<file path="config.mk">
export PLATFORM = sky130hd
export DESIGN_NAME = kmeans_color_cluster_engine_core
export DESIGN_NICKNAME = d
export VERILOG_FILES = /design/src/rtl/kcc_pkg.sv /design/src/rtl/kcc_store.sv /design/src/rtl/kcc_dist.sv /design/src/rtl/kcc_div.sv /design/src/rtl/kmeans_color_cluster_engine_core.sv
export VERILOG_INCLUDE_DIRS = /design/src /design/src/rtl
export SDC_FILE = /design/constraint.sdc
export NUM_CORES = 2
export LEC_CHECK = 0
export ABC_AREA = 1
export BUFFER_PORTS_ARGS = -buffer_cell sky130_fd_sc_hd__buf_2
export CELL_PAD_IN_SITES_DETAIL_PLACEMENT = 2
export CELL_PAD_IN_SITES_GLOBAL_PLACEMENT = 2
export CORE_MARGIN = 1
export CORE_UTILIZATION = 43
export DETAILED_ROUTE_END_ITERATION = 12
export PLACE_DENSITY = 0.85
export SKIP_CTS_REPAIR_TIMING = 1
export SLEW_MARGIN = 20
export SYNTH_ARGS = -nofsm -noshare
export SYNTH_HDL_FRONTEND = slang
export SYNTH_SLANG_ARGS = --single-unit
</file>
<file path="constraint.sdc">
create_clock -name clk -period 11.2 [get_ports clk]
set_input_delay 1.12 -clock clk [delete_from_list [all_inputs] [get_ports clk]]
set_output_delay 1.12 -clock clk [all_outputs]
set_load 0.05 [all_outputs]
</file>
<file path="src/rtl/assert_macros.svh">
// assertion helpers for the engine core rtl, clocked on clk, off while rst_n is low
`ifndef ASSERT_MACROS_SVH
`define ASSERT_MACROS_SVH

// same-cycle implication
`define KCC_ASSERT_NOW(lbl, ante, cons, msg) \
    lbl: assert property (@(posedge clk) disable iff (!rst_n) (ante) |-> (cons)) \
        else $error(msg);

// next-cycle implication
`define KCC_ASSERT_NEXT(lbl, ante, cons, msg) \
    lbl: assert property (@(posedge clk) disable iff (!rst_n) (ante) |=> (cons)) \
        else $error(msg);

`endif

</file>
<file path="src/rtl/kcc_pkg.sv">
package kcc_pkg;

    localparam int CH_W            = 16;   // 8.8 channel
    localparam int SUM_W           = 28;
    localparam int COUNT_W         = 21;
    localparam int DIST_W          = 34;
    localparam int DIV_STEPS       = 16;
    localparam int MAX_CLUSTERS_DEF = 8;
    localparam int MAX_PASS_PIXELS = 1048576;
    localparam int COUNT_MAX       = 2097151;
    localparam logic [COUNT_W-1:0] COUNT_LIMIT =
        (MAX_PASS_PIXELS < COUNT_MAX) ? COUNT_W'(MAX_PASS_PIXELS) : COUNT_W'(COUNT_MAX);

    localparam logic [1:0] KIND_SEED = 2'd0;
    localparam logic [1:0] KIND_ACC  = 2'd1;
    localparam logic [1:0] KIND_END  = 2'd2;
    localparam logic [1:0] KIND_MAP  = 2'd3;

    typedef enum logic [3:0] {
        ST_IDLE,
        ST_SEED,
        ST_SEARCH,
        ST_ACC_RD,
        ST_ACC_UPD,
        ST_END_RD,
        ST_END_CHK,
        ST_END_DIV,
        ST_END_FIN,
        ST_DONE
    } state_t;

    typedef struct packed {
        logic [CH_W-1:0] red;
        logic [CH_W-1:0] green;
        logic [CH_W-1:0] blue;
    } centroid_t;

    typedef struct packed {
        logic [COUNT_W-1:0] count;
        logic [SUM_W-1:0]   sum_red;
        logic [SUM_W-1:0]   sum_green;
        logic [SUM_W-1:0]   sum_blue;
    } acc_entry_t;

    typedef struct packed {
        logic cen_rd;
        logic cen_wr;
        logic acc_rd;
        logic acc_wr;
        logic acc_clear;
    } store_ctl_t;

    typedef struct packed {
        logic valid;
        logic last;
    } search_tag_t;

endpackage

</file>
<file path="src/rtl/kcc_store.sv">
module kcc_store #(
    parameter int MAX_CLUSTERS = kcc_pkg::MAX_CLUSTERS_DEF
) (
    input  logic                               clk,
    input  logic                               rst_n,
    input  kcc_pkg::store_ctl_t                ctl,
    input  logic [$clog2(MAX_CLUSTERS)-1:0]    cen_addr,
    input  kcc_pkg::centroid_t                 cen_wr_data,
    output kcc_pkg::centroid_t                 cen_rd_data,
    input  logic [$clog2(MAX_CLUSTERS)-1:0]    acc_addr,
    input  kcc_pkg::acc_entry_t                acc_wr_data,
    output kcc_pkg::acc_entry_t                acc_rd_data
);
    import kcc_pkg::*;

    centroid_t  cen_mem [MAX_CLUSTERS];
    acc_entry_t acc_mem [MAX_CLUSTERS];

    logic [MAX_CLUSTERS-1:0] cen_valid_reg;
    logic [MAX_CLUSTERS-1:0] acc_valid_reg;
    centroid_t               cen_q_reg;
    acc_entry_t              acc_q_reg;
    logic                    cen_q_valid_reg;
    logic                    acc_q_valid_reg;

    // entries never written since reset (or since the last pass for sums) read as zero
    always_ff @(posedge clk or negedge rst_n)
    begin
        if (!rst_n)
        begin
            cen_valid_reg   <= '0;
            acc_valid_reg   <= '0;
            cen_q_valid_reg <= 1'b0;
            acc_q_valid_reg <= 1'b0;
        end
        else
        begin
            if (ctl.cen_wr)
            begin
                cen_valid_reg[cen_addr] <= 1'b1;
            end
            if (ctl.acc_clear)
            begin
                acc_valid_reg <= '0;
            end
            else if (ctl.acc_wr)
            begin
                acc_valid_reg[acc_addr] <= 1'b1;
            end
            if (ctl.cen_rd)
            begin
                cen_q_valid_reg <= cen_valid_reg[cen_addr];
            end
            if (ctl.acc_rd)
            begin
                acc_q_valid_reg <= acc_valid_reg[acc_addr];
            end
        end
    end

    always_ff @(posedge clk)
    begin
        if (ctl.cen_wr)
        begin
            cen_mem[cen_addr] <= cen_wr_data;
        end
        if (ctl.cen_rd)
        begin
            cen_q_reg <= cen_mem[cen_addr];
        end
        if (ctl.acc_wr)
        begin
            acc_mem[acc_addr] <= acc_wr_data;
        end
        if (ctl.acc_rd)
        begin
            acc_q_reg <= acc_mem[acc_addr];
        end
    end

    assign cen_rd_data = cen_q_valid_reg ? cen_q_reg : '0;
    assign acc_rd_data = acc_q_valid_reg ? acc_q_reg : '0;

endmodule

</file>
<file path="src/rtl/kcc_dist.sv">
module kcc_dist #(
    parameter int IDX_W = 3
) (
    input  logic                        clk,
    input  logic                        rst_n,
    input  kcc_pkg::search_tag_t        in_tag,
    input  logic [IDX_W-1:0]            in_idx,
    input  kcc_pkg::centroid_t          centroid,
    input  logic [7:0]                  red,
    input  logic [7:0]                  green,
    input  logic [7:0]                  blue,
    output kcc_pkg::search_tag_t        out_tag,
    output logic [IDX_W-1:0]            out_idx,
    output logic [kcc_pkg::DIST_W-1:0]  out_dist,
    output logic [23:0]                 out_color
);
    import kcc_pkg::*;

    logic [CH_W-1:0]   px [3];
    logic [CH_W-1:0]   ch [3];
    logic [CH_W-1:0]   diff [3];

    search_tag_t       tag1_reg, tag2_reg, tag3_reg;
    logic [IDX_W-1:0]  idx1_reg, idx2_reg, idx3_reg;
    logic [23:0]       color1_reg, color2_reg, color3_reg;
    logic [CH_W-1:0]   diff_reg [3];
    logic [2*CH_W-1:0] sq_reg [3];
    logic [DIST_W-1:0] dist_reg;

    always_comb
    begin
        px[0] = {red, 8'h00};
        px[1] = {green, 8'h00};
        px[2] = {blue, 8'h00};
        ch[0] = centroid.red;
        ch[1] = centroid.green;
        ch[2] = centroid.blue;
        for (int c = 0; c < 3; c++)
        begin
            diff[c] = (ch[c] > px[c]) ? (ch[c] - px[c]) : (px[c] - ch[c]);
        end
    end

    always_ff @(posedge clk or negedge rst_n)
    begin
        if (!rst_n)
        begin
            tag1_reg <= '0;
            tag2_reg <= '0;
            tag3_reg <= '0;
        end
        else
        begin
            tag1_reg <= in_tag;
            tag2_reg <= tag1_reg;
            tag3_reg <= tag2_reg;
        end
    end

    // abs diff, square, sum: one register after each
    always_ff @(posedge clk)
    begin
        idx1_reg   <= in_idx;
        color1_reg <= {centroid.red[15:8], centroid.green[15:8], centroid.blue[15:8]};
        for (int c = 0; c < 3; c++)
        begin
            diff_reg[c] <= diff[c];
            sq_reg[c]   <= diff_reg[c] * diff_reg[c];
        end
        idx2_reg   <= idx1_reg;
        color2_reg <= color1_reg;
        dist_reg   <= DIST_W'(sq_reg[0]) + DIST_W'(sq_reg[1]) + DIST_W'(sq_reg[2]);
        idx3_reg   <= idx2_reg;
        color3_reg <= color2_reg;
    end

    assign out_tag   = tag3_reg;
    assign out_idx   = idx3_reg;
    assign out_dist  = dist_reg;
    assign out_color = color3_reg;

endmodule

</file>
<file path="src/rtl/kcc_div.sv">
module kcc_div (
    input  logic                 clk,
    input  logic                 rst_n,
    input  logic                 start,
    input  kcc_pkg::acc_entry_t  entry,
    output logic                 done,
    output kcc_pkg::centroid_t   quotient
);
    import kcc_pkg::*;

    localparam int STEP_W = $clog2(DIV_STEPS);

    logic [SUM_W-1:0]    sum_in [3];
    logic [COUNT_W-1:0]  rem_reg [3];
    logic [CH_W-1:0]     sh_reg [3];
    logic [COUNT_W-1:0]  divisor_reg;
    logic [STEP_W-1:0]   step_reg;
    logic                busy_reg;
    logic                done_reg;
    logic [COUNT_W:0]    trial [3];
    logic [COUNT_W-1:0]  rem_n [3];
    logic                qbit [3];

    always_comb
    begin
        sum_in[0] = entry.sum_red;
        sum_in[1] = entry.sum_green;
        sum_in[2] = entry.sum_blue;
        for (int c = 0; c < 3; c++)
        begin
            trial[c] = {rem_reg[c], sh_reg[c][CH_W-1]};
            qbit[c]  = (trial[c] >= {1'b0, divisor_reg});
            rem_n[c] = qbit[c] ? COUNT_W'(trial[c] - {1'b0, divisor_reg})
                               : trial[c][COUNT_W-1:0];
        end
    end

    always_ff @(posedge clk or negedge rst_n)
    begin
        if (!rst_n)
        begin
            busy_reg <= 1'b0;
            done_reg <= 1'b0;
            step_reg <= '0;
        end
        else
        begin
            done_reg <= 1'b0;
            if (start)
            begin
                busy_reg <= 1'b1;
                step_reg <= '0;
            end
            else if (busy_reg)
            begin
                step_reg <= step_reg + STEP_W'(1);
                if (step_reg == STEP_W'(DIV_STEPS - 1))
                begin
                    busy_reg <= 1'b0;
                    done_reg <= 1'b1;
                end
            end
        end
    end

    // mean never exceeds 255.0, so the upper sum bits start below the divisor
    // and only sixteen quotient bits remain; quotient bits shift in as dividend bits leave
    always_ff @(posedge clk)
    begin
        if (start)
        begin
            divisor_reg <= entry.count;
            for (int c = 0; c < 3; c++)
            begin
                rem_reg[c] <= COUNT_W'(sum_in[c][SUM_W-1:8]);
                sh_reg[c]  <= {sum_in[c][7:0], 8'h00};
            end
        end
        else if (busy_reg)
        begin
            for (int c = 0; c < 3; c++)
            begin
                rem_reg[c] <= rem_n[c];
                sh_reg[c]  <= {sh_reg[c][CH_W-2:0], qbit[c]};
            end
        end
    end

    assign done           = done_reg;
    assign quotient.red   = sh_reg[0];
    assign quotient.green = sh_reg[1];
    assign quotient.blue  = sh_reg[2];

endmodule

</file>
<file path="src/rtl/kmeans_color_cluster_engine_core.sv">
// k-means color clustering engine: up to MAX_CLUSTERS centroids in 8.8 fixed point,
// each with channel sums and a member count, all held in single-port memories.
// an input beat carries kind in tuser (seed, accumulate, end pass, map) and one
// result beat comes back for every input beat. the search of map and accumulate
// reads one centroid per cycle, for each of the active clusters, through the
// distance pipe, and accumulate then reads and writes back the winner's sums.
// end pass walks the active clusters, running a sixteen-step shared divider for
// the three channel means of each one with members and skipping empty ones.
// memories need no clearing pass after reset. a new beat is taken while the
// previous result still waits on the output side.
module kmeans_color_cluster_engine_core #(
    parameter int MAX_CLUSTERS = kcc_pkg::MAX_CLUSTERS_DEF
) (
    input  logic        clk,
    input  logic        rst_n,
    input  logic        cfg_wr_en,
    input  logic [3:0]  cfg_wr_data,      // num_clusters
    input  logic        s_axis_tvalid,
    output logic        s_axis_tready,
    input  logic [31:0] s_axis_tdata,     // red, green, blue, cluster_slot, zero pad
    input  logic [1:0]  s_axis_tuser,     // kind
    output logic        m_axis_tvalid,
    input  logic        m_axis_tready,
    output logic [31:0] m_axis_tdata      // cluster_index, out_red, out_green, out_blue,
                                          // empty_clusters, status
);
    import kcc_pkg::*;

`include "assert_macros.svh"

    localparam int IDX_W = $clog2(MAX_CLUSTERS);
    localparam int CNT_W = $clog2(MAX_CLUSTERS + 1);

    state_t             state_reg, state_next;
    logic [3:0]         num_clusters_reg;
    logic               overflow_flag_reg;
    logic [1:0]         kind_reg;
    logic [7:0]         red_reg, green_reg, blue_reg;
    logic [2:0]         slot_reg;
    logic [IDX_W-1:0]   issue_k_reg;
    logic               issuing_reg;
    search_tag_t        tag_q_reg;
    logic [IDX_W-1:0]   tag_idx_q_reg;
    logic [IDX_W-1:0]   best_idx_reg;
    logic [DIST_W-1:0]  best_dist_reg;
    logic [23:0]        best_color_reg;
    logic [IDX_W-1:0]   end_k_reg;
    logic [CNT_W-1:0]   empty_reg;
    logic [2:0]         res_idx_reg;
    logic [23:0]        res_color_reg;
    logic [3:0]         res_empty_reg;
    logic               res_status_reg;
    logic               out_valid_reg;
    logic [31:0]        out_data_reg;

    logic [4:0]         num5;
    logic [4:0]         n5;
    logic [CNT_W-1:0]   n_act;
    logic               in_accept;
    logic               out_load;
    logic               seed_ok;
    logic               issue_last;
    logic               end_last;
    store_ctl_t         ctl;
    logic [IDX_W-1:0]   cen_addr;
    logic [IDX_W-1:0]   acc_addr;
    centroid_t          cen_wr_data;
    centroid_t          cen_rd_data;
    acc_entry_t         acc_wr_data;
    acc_entry_t         acc_rd_data;
    logic               div_start;
    logic               div_done;
    centroid_t          div_q;
    search_tag_t        dist_tag;
    logic [IDX_W-1:0]   dist_idx;
    logic [DIST_W-1:0]  dist_val;
    logic [23:0]        dist_color;
    logic               take_new;
    logic [IDX_W-1:0]   fin_idx;
    logic [23:0]        fin_color;
    logic [SUM_W:0]     add_r, add_g, add_b;
    logic               acc_ovf;

    // active count: zero acts as one, large values clamp to the memory depth
    always_comb
    begin
        num5 = {1'b0, num_clusters_reg};
        if (num5 == 5'd0)
        begin
            n5 = 5'd1;
        end
        else if (num5 > 5'(MAX_CLUSTERS))
        begin
            n5 = 5'(MAX_CLUSTERS);
        end
        else
        begin
            n5 = num5;
        end
        n_act = CNT_W'(n5);
    end

    assign in_accept     = s_axis_tvalid && s_axis_tready;
    assign s_axis_tready = (state_reg == ST_IDLE);
    assign out_load      = (state_reg == ST_DONE) && (!out_valid_reg || m_axis_tready);
    assign seed_ok       = ({2'b00, slot_reg} < n5);
    assign issue_last    = (CNT_W'(issue_k_reg) == n_act - CNT_W'(1));
    assign end_last      = (CNT_W'(end_k_reg) == n_act - CNT_W'(1));

    always_comb
    begin
        take_new  = (dist_idx == '0) || (dist_val < best_dist_reg);
        fin_idx   = take_new ? dist_idx : best_idx_reg;
        fin_color = take_new ? dist_color : best_color_reg;
    end

    // overflow: sum past 28 bits or count at its limit leaves the entry untouched
    always_comb
    begin
        add_r   = (SUM_W+1)'(acc_rd_data.sum_red) + (SUM_W+1)'(red_reg);
        add_g   = (SUM_W+1)'(acc_rd_data.sum_green) + (SUM_W+1)'(green_reg);
        add_b   = (SUM_W+1)'(acc_rd_data.sum_blue) + (SUM_W+1)'(blue_reg);
        acc_ovf = add_r[SUM_W] || add_g[SUM_W] || add_b[SUM_W]
               || (acc_rd_data.count >= COUNT_LIMIT);
        acc_wr_data.count     = acc_rd_data.count + COUNT_W'(1);
        acc_wr_data.sum_red   = add_r[SUM_W-1:0];
        acc_wr_data.sum_green = add_g[SUM_W-1:0];
        acc_wr_data.sum_blue  = add_b[SUM_W-1:0];
    end

    always_comb
    begin
        state_next = state_reg;
        unique case (state_reg)
            ST_IDLE:
            begin
                if (in_accept)
                begin
                    unique case (s_axis_tuser)
                        KIND_SEED: state_next = ST_SEED;
                        KIND_END:  state_next = ST_END_RD;
                        default:   state_next = ST_SEARCH;
                    endcase
                end
            end
            ST_SEED:    state_next = ST_DONE;
            ST_SEARCH:
            begin
                if (dist_tag.valid && dist_tag.last)
                begin
                    state_next = (kind_reg == KIND_ACC) ? ST_ACC_RD : ST_DONE;
                end
            end
            ST_ACC_RD:  state_next = ST_ACC_UPD;
            ST_ACC_UPD: state_next = ST_DONE;
            ST_END_RD:  state_next = ST_END_CHK;
            ST_END_CHK:
            begin
                if (acc_rd_data.count != '0)
                begin
                    state_next = ST_END_DIV;
                end
                else
                begin
                    state_next = end_last ? ST_END_FIN : ST_END_RD;
                end
            end
            ST_END_DIV:
            begin
                if (div_done)
                begin
                    state_next = end_last ? ST_END_FIN : ST_END_RD;
                end
            end
            ST_END_FIN: state_next = ST_DONE;
            ST_DONE:
            begin
                if (out_load)
                begin
                    state_next = ST_IDLE;
                end
            end
            default:    state_next = ST_IDLE;
        endcase
    end

    // memory and divider controls
    always_comb
    begin
        ctl         = '0;
        cen_addr    = issue_k_reg;
        acc_addr    = best_idx_reg;
        cen_wr_data = '0;
        div_start   = 1'b0;
        unique case (state_reg)
            ST_SEED:
            begin
                ctl.cen_wr  = seed_ok;
                cen_addr    = IDX_W'(slot_reg);
                cen_wr_data = '{red: {red_reg, 8'h00}, green: {green_reg, 8'h00},
                                blue: {blue_reg, 8'h00}};
            end
            ST_SEARCH:
            begin
                ctl.cen_rd = issuing_reg;
            end
            ST_ACC_RD:
            begin
                ctl.acc_rd = 1'b1;
            end
            ST_ACC_UPD:
            begin
                ctl.acc_wr = !acc_ovf;
            end
            ST_END_RD:
            begin
                ctl.acc_rd = 1'b1;
                acc_addr   = end_k_reg;
            end
            ST_END_CHK:
            begin
                div_start = (acc_rd_data.count != '0);
            end
            ST_END_DIV:
            begin
                ctl.cen_wr  = div_done;
                cen_addr    = end_k_reg;
                cen_wr_data = div_q;
            end
            ST_END_FIN:
            begin
                ctl.acc_clear = 1'b1;
            end
            default:
            begin
                ctl = '0;
            end
        endcase
    end

    always_ff @(posedge clk or negedge rst_n)
    begin
        if (!rst_n)
        begin
            state_reg         <= ST_IDLE;
            num_clusters_reg  <= 4'd2;
            overflow_flag_reg <= 1'b0;
            issue_k_reg       <= '0;
            issuing_reg       <= 1'b0;
            tag_q_reg         <= '0;
            end_k_reg         <= '0;
            empty_reg         <= '0;
            out_valid_reg     <= 1'b0;
        end
        else
        begin
            state_reg <= state_next;
            if (cfg_wr_en)
            begin
                num_clusters_reg <= cfg_wr_data;
            end
            if (in_accept)
            begin
                issue_k_reg <= '0;
                issuing_reg <= (s_axis_tuser == KIND_ACC) || (s_axis_tuser == KIND_MAP);
                end_k_reg   <= '0;
                empty_reg   <= '0;
            end
            else if (state_reg == ST_SEARCH && issuing_reg)
            begin
                if (issue_last)
                begin
                    issuing_reg <= 1'b0;
                end
                else
                begin
                    issue_k_reg <= issue_k_reg + IDX_W'(1);
                end
            end
            // tag lines up with the registered centroid read
            tag_q_reg.valid <= (state_reg == ST_SEARCH) && issuing_reg;
            tag_q_reg.last  <= issue_last;
            if (state_reg == ST_ACC_UPD && acc_ovf)
            begin
                overflow_flag_reg <= 1'b1;
            end
            if (state_reg == ST_END_FIN)
            begin
                overflow_flag_reg <= 1'b0;
            end
            if (state_reg == ST_END_CHK && acc_rd_data.count == '0)
            begin
                empty_reg <= empty_reg + CNT_W'(1);
                end_k_reg <= end_k_reg + IDX_W'(!end_last);
            end
            if (state_reg == ST_END_DIV && div_done)
            begin
                end_k_reg <= end_k_reg + IDX_W'(!end_last);
            end
            if (out_load)
            begin
                out_valid_reg <= 1'b1;
            end
            else if (m_axis_tready)
            begin
                out_valid_reg <= 1'b0;
            end
        end
    end

    always_ff @(posedge clk)
    begin
        tag_idx_q_reg <= issue_k_reg;
        if (in_accept)
        begin
            kind_reg  <= s_axis_tuser;
            red_reg   <= s_axis_tdata[7:0];
            green_reg <= s_axis_tdata[15:8];
            blue_reg  <= s_axis_tdata[23:16];
            slot_reg  <= s_axis_tdata[26:24];
        end
        if (state_reg == ST_SEARCH && dist_tag.valid)
        begin
            best_idx_reg   <= fin_idx;
            best_dist_reg  <= take_new ? dist_val : best_dist_reg;
            best_color_reg <= fin_color;
            res_idx_reg    <= 3'(fin_idx);
            res_color_reg  <= fin_color;
            res_empty_reg  <= 4'd0;
            res_status_reg <= overflow_flag_reg;
        end
        if (state_reg == ST_SEED)
        begin
            res_idx_reg    <= seed_ok ? slot_reg : 3'd0;
            res_color_reg  <= seed_ok ? {red_reg, green_reg, blue_reg} : 24'd0;
            res_empty_reg  <= 4'd0;
            res_status_reg <= overflow_flag_reg;
        end
        if (state_reg == ST_ACC_UPD)
        begin
            res_status_reg <= overflow_flag_reg || acc_ovf;
        end
        if (state_reg == ST_END_FIN)
        begin
            res_idx_reg    <= 3'd0;
            res_color_reg  <= 24'd0;
            res_empty_reg  <= 4'(empty_reg);
            res_status_reg <= overflow_flag_reg;
        end
        if (out_load)
        begin
            out_data_reg <= {res_status_reg, res_empty_reg, res_color_reg[7:0],
                             res_color_reg[15:8], res_color_reg[23:16], res_idx_reg};
        end
    end

    assign m_axis_tvalid = out_valid_reg;
    assign m_axis_tdata  = out_data_reg;

    kcc_store #(
        .MAX_CLUSTERS (MAX_CLUSTERS)
    ) u_store (
        .clk         (clk),
        .rst_n       (rst_n),
        .ctl         (ctl),
        .cen_addr    (cen_addr),
        .cen_wr_data (cen_wr_data),
        .cen_rd_data (cen_rd_data),
        .acc_addr    (acc_addr),
        .acc_wr_data (acc_wr_data),
        .acc_rd_data (acc_rd_data)
    );

    kcc_dist #(
        .IDX_W (IDX_W)
    ) u_dist (
        .clk       (clk),
        .rst_n     (rst_n),
        .in_tag    (tag_q_reg),
        .in_idx    (tag_idx_q_reg),
        .centroid  (cen_rd_data),
        .red       (red_reg),
        .green     (green_reg),
        .blue      (blue_reg),
        .out_tag   (dist_tag),
        .out_idx   (dist_idx),
        .out_dist  (dist_val),
        .out_color (dist_color)
    );

    kcc_div u_div (
        .clk      (clk),
        .rst_n    (rst_n),
        .start    (div_start),
        .entry    (acc_rd_data),
        .done     (div_done),
        .quotient (div_q)
    );

    `KCC_ASSERT_NOW(a_search_in_search, dist_tag.valid, state_reg == ST_SEARCH,
        "distance result outside a search")
    `KCC_ASSERT_NOW(a_best_active,
        (state_reg == ST_DONE) && ((kind_reg == KIND_ACC) || (kind_reg == KIND_MAP)),
        CNT_W'(best_idx_reg) < n_act, "nearest centroid not active")
    `KCC_ASSERT_NOW(a_flag_cleared, (state_reg == ST_DONE) && (kind_reg == KIND_END),
        !overflow_flag_reg, "overflow flag survives end of pass")
    `KCC_ASSERT_NEXT(a_div_done, (state_reg == ST_END_DIV) && div_done,
        (state_reg == ST_END_RD) || (state_reg == ST_END_FIN), "divider done lost")

endmodule

</file>
==> impl_results.md <==
- Clk root buf: clkbuf_16
- Gr usage total: 34.0%
- TritonCTS Sinks: 1975
- CP required: 11.68 ns
- F_max: 128 MHz
- Synth Area in Simple Gates: 12.8%
- Via/cell ratio: 5.89
- Post-synthesis mux area share: 0.0106%
- Commonest non-fill, non-tap cell in the layout: nand2_1
- Synth Area per Inst: 10.3 um^2
- Wire length of the first global-routing pass: 628000 um
- Initial DRC count: 6194
- Ys async rst share: 2.68%
- Initial antenna violation count: 29
- Tmin final: 7.84 ns
- H-tree levels: 4
- Register area share after synthesis: 52.8%
- Ratio of cells with drive above 1 in the final layout: 5.85%
- Top cell type's share of synthesized area: 46.2%
- Dominant cell type by area after synthesis: edfxtp_1
- Pin count of the biggest net entering global routing: 106
- DIE WIDTH: 500 um
- Most used DFF post-synth: edfxtp_1
- Number of hold violations in the final report: 0
- Worst Skew: 0.117 ns
- Synth Area in XOR/XNOR: 2.65%
- Crit path launch type: register
- Max reg flops: 840
- Yosys reg bits: 1975
- Worst-path fanout max: 51
- Commonest non-fill, non-tap cells in the layout: 1960 x nand2_1, 1833 x inv_1, 1636 x edfxtp_1, 700 x nor2_1, 598 x a21oi_1
- Vias in the first global route: 93800
- Cell variety after synth: 56
- Core area: 246000 um^2
- Worst-skew pair later-pin latency: 0.91 ns
- Vias: 81000
- I/O pins: 77
- Gr ovfl total: 0
- Syn Std Cell Area: 106000 um^2
- Number of synthesized flops with an enable pin: 1636
- Detailed-route DRC error count: 0
- Final WL: 425000 um
- Slew headroom: 21.7%
- FP Rows: 182
- GP Congestion: 0.901
- Antenna Violating Nets Remaining: 0
- Top cells by area, synth: edfxtp_1 46%, fa_1 9.9%, nand2_1 6.9%
- Final setup vio count: 0
- Pre-antenna DRT Iters: 5
- Die height: 500 um
- R2R Setup Slk: 3.36 ns
- Max-slew violations: 0
- Initial Util: 43.3%
- Avg WL per Cell: 30.9 um
- Max-cap violation count: 0
- CTS buffer count: 211
- Area delta synth->final: 10.6%
- Cells after Synth: 10300
- Part of the cycle the worst path needs: 70.0%
- Slew @ Worst Pin: 1.17 ns
- Fin Setup TNS: 0 ns
- Final nets: 11400
- Status: complete, no violations
- Worst Path Arrival: 8.32 ns
- RSZ-0062 raised after global routing: no
- Largest family of logic cells by synthesized area: adder cells
- Port Buffer Count: 71
- Die ar.: 250000 um^2
- Hpwl dp: 274000 um
- Crit path capture type: register
- Post-synthesis compound-gate area fraction: 7.89%
- Synthesized-area fraction occupied by adder cells: 15.9%
- Max clock buf depth: 3
- Synthesis warning total: 0
- CTS tree: built
- Clock-pin slew on the worst setup and hold paths: 0.07 ns
- HP Class: register to register
- Kind of critical path: register to register
## layer usage
layer | vias up | share of wire (%) | track usage, %
met5 | - | 0.030 | 0
met3 | 1402 | 5.6 | 5.14
met2 | 3355 | 52 | 62.6
li1 | 34000 | - | -
met1 | 42200 | 35 | 36.5
met4 | 20 | 6.9 | 20.7
## logic make-up (layout without fill, tap and decap cells)
kind of cell / count (synthesis) / in the layout
XOR/XNOR: 322 / 322
multiplexers: 1 / 1
AO/OA/AOI/OAI: 1455 / 1455
adder cells (fa/ha/maj): 1037 / 1037
flip-flops: 1975 / 1975
AND/OR/NAND/NOR: 3304 / 3304
other: 1 / 8
buffers and inverters: 2208 / 2435
## cell usage after synthesis, types with 4 or more instances
cell          n
a211oi_1      8
a21boi_0      8
a21o_1       32
a21oi_1     600
a221oi_1      5
a22oi_1      98
a31o_2        4
a31oi_1      15
a41oi_1      55
and2_1       30
buf_1        19
buf_2       105
buf_4         7
clkbuf_1    216
dfrtp_1      52
dfxtp_1     286
edfxtp_1   1636
fa_1        529
ha_1        508
inv_1      1839
inv_2        18
nand2_1    1962
nand2_2       8
nand3_1     281
nand3_2       5
nand3b_1      8
nand4_1     180
nor2_1      716
nor3_1       66
nor3_2        4
nor4_1       16
o2111ai_1     7
o211ai_1     44
o21a_1       15
o21ai_0     380
o21ai_1      30
o21bai_1     24
o22ai_1      93
o31ai_1      30
or2_2        20
xnor2_1      99
xor2_1      223
## worst max-delay path: stages, from the launching register on
cell     delay (ns)
dfrtp_4        0.77
buf_4          0.65
nand2_1        0.27
inv_1          0.16
ha_1           0.30
a21oi_1        0.19
o21ai_0        0.28
a21oi_2        0.66
nor2_1         0.34
nand3_1        0.28
nand2_1        0.38
nor2_2         0.60
nand2_2        0.42
nor2_4         0.96
buf_4          1.01
## worst paths after layout
check,to,cells after the start,from
worst max-delay path,u_store.acc_mem[0][29]$_DFFE_PP_,14,u_store.acc_q_valid_reg$_DFFE_PN0P_
worst min-delay path,u_dist.out_color[14]$_DFF_P_,0,u_dist.color2_reg[14]$_DFF_P_
worst max register to register,u_store.acc_mem[0][29]$_DFFE_PP_,14,u_store.acc_q_valid_reg$_DFFE_PN0P_
worst min register to register,u_dist.out_color[14]$_DFF_P_,0,u_dist.color2_reg[14]$_DFF_P_
max in group asynchronous,u_store.acc_q_valid_reg$_DFFE_PN0P_,2,rst_n
min in group asynchronous,u_store.acc_q_valid_reg$_DFFE_PN0P_,2,rst_n
## through the flow
step | std cells | cell area (um^2) | util, % | hold WS (ns) | setup WS, ns
floorplan | 10300 | 106000 | - | 0.310 | 3.16
global placement | 13400 | 110000 | 44.9 | 0.310 | 3.98
detailed placement | 13400 | 110000 | 44.9 | 0.314 | 3.62
CTS | 13800 | 118000 | 47.8 | 0.267 | 3.27
global route | 13800 | 118000 | 47.8 | 0.281 | 3.38
finish | 13800 | 118000 | 47.9 | 0.273 | 3.36
## area by class of cell
class | instances | area (um^2)
tap | 3220 | 4030
fill | 25000 | 128000
inverter | 1858 | 7010
antenna | 5 | 12.5
multi-input combinational | 6122 | 42000
clock buffer | 260 | 5670
clock inverter | 138 | 1570
sequential | 1975 | 56200
timing repair buffer | 179 | 1220
Power is not shown: default switching activity piles up to over one toggle a cycle in this logic, so the estimate is an artifact.
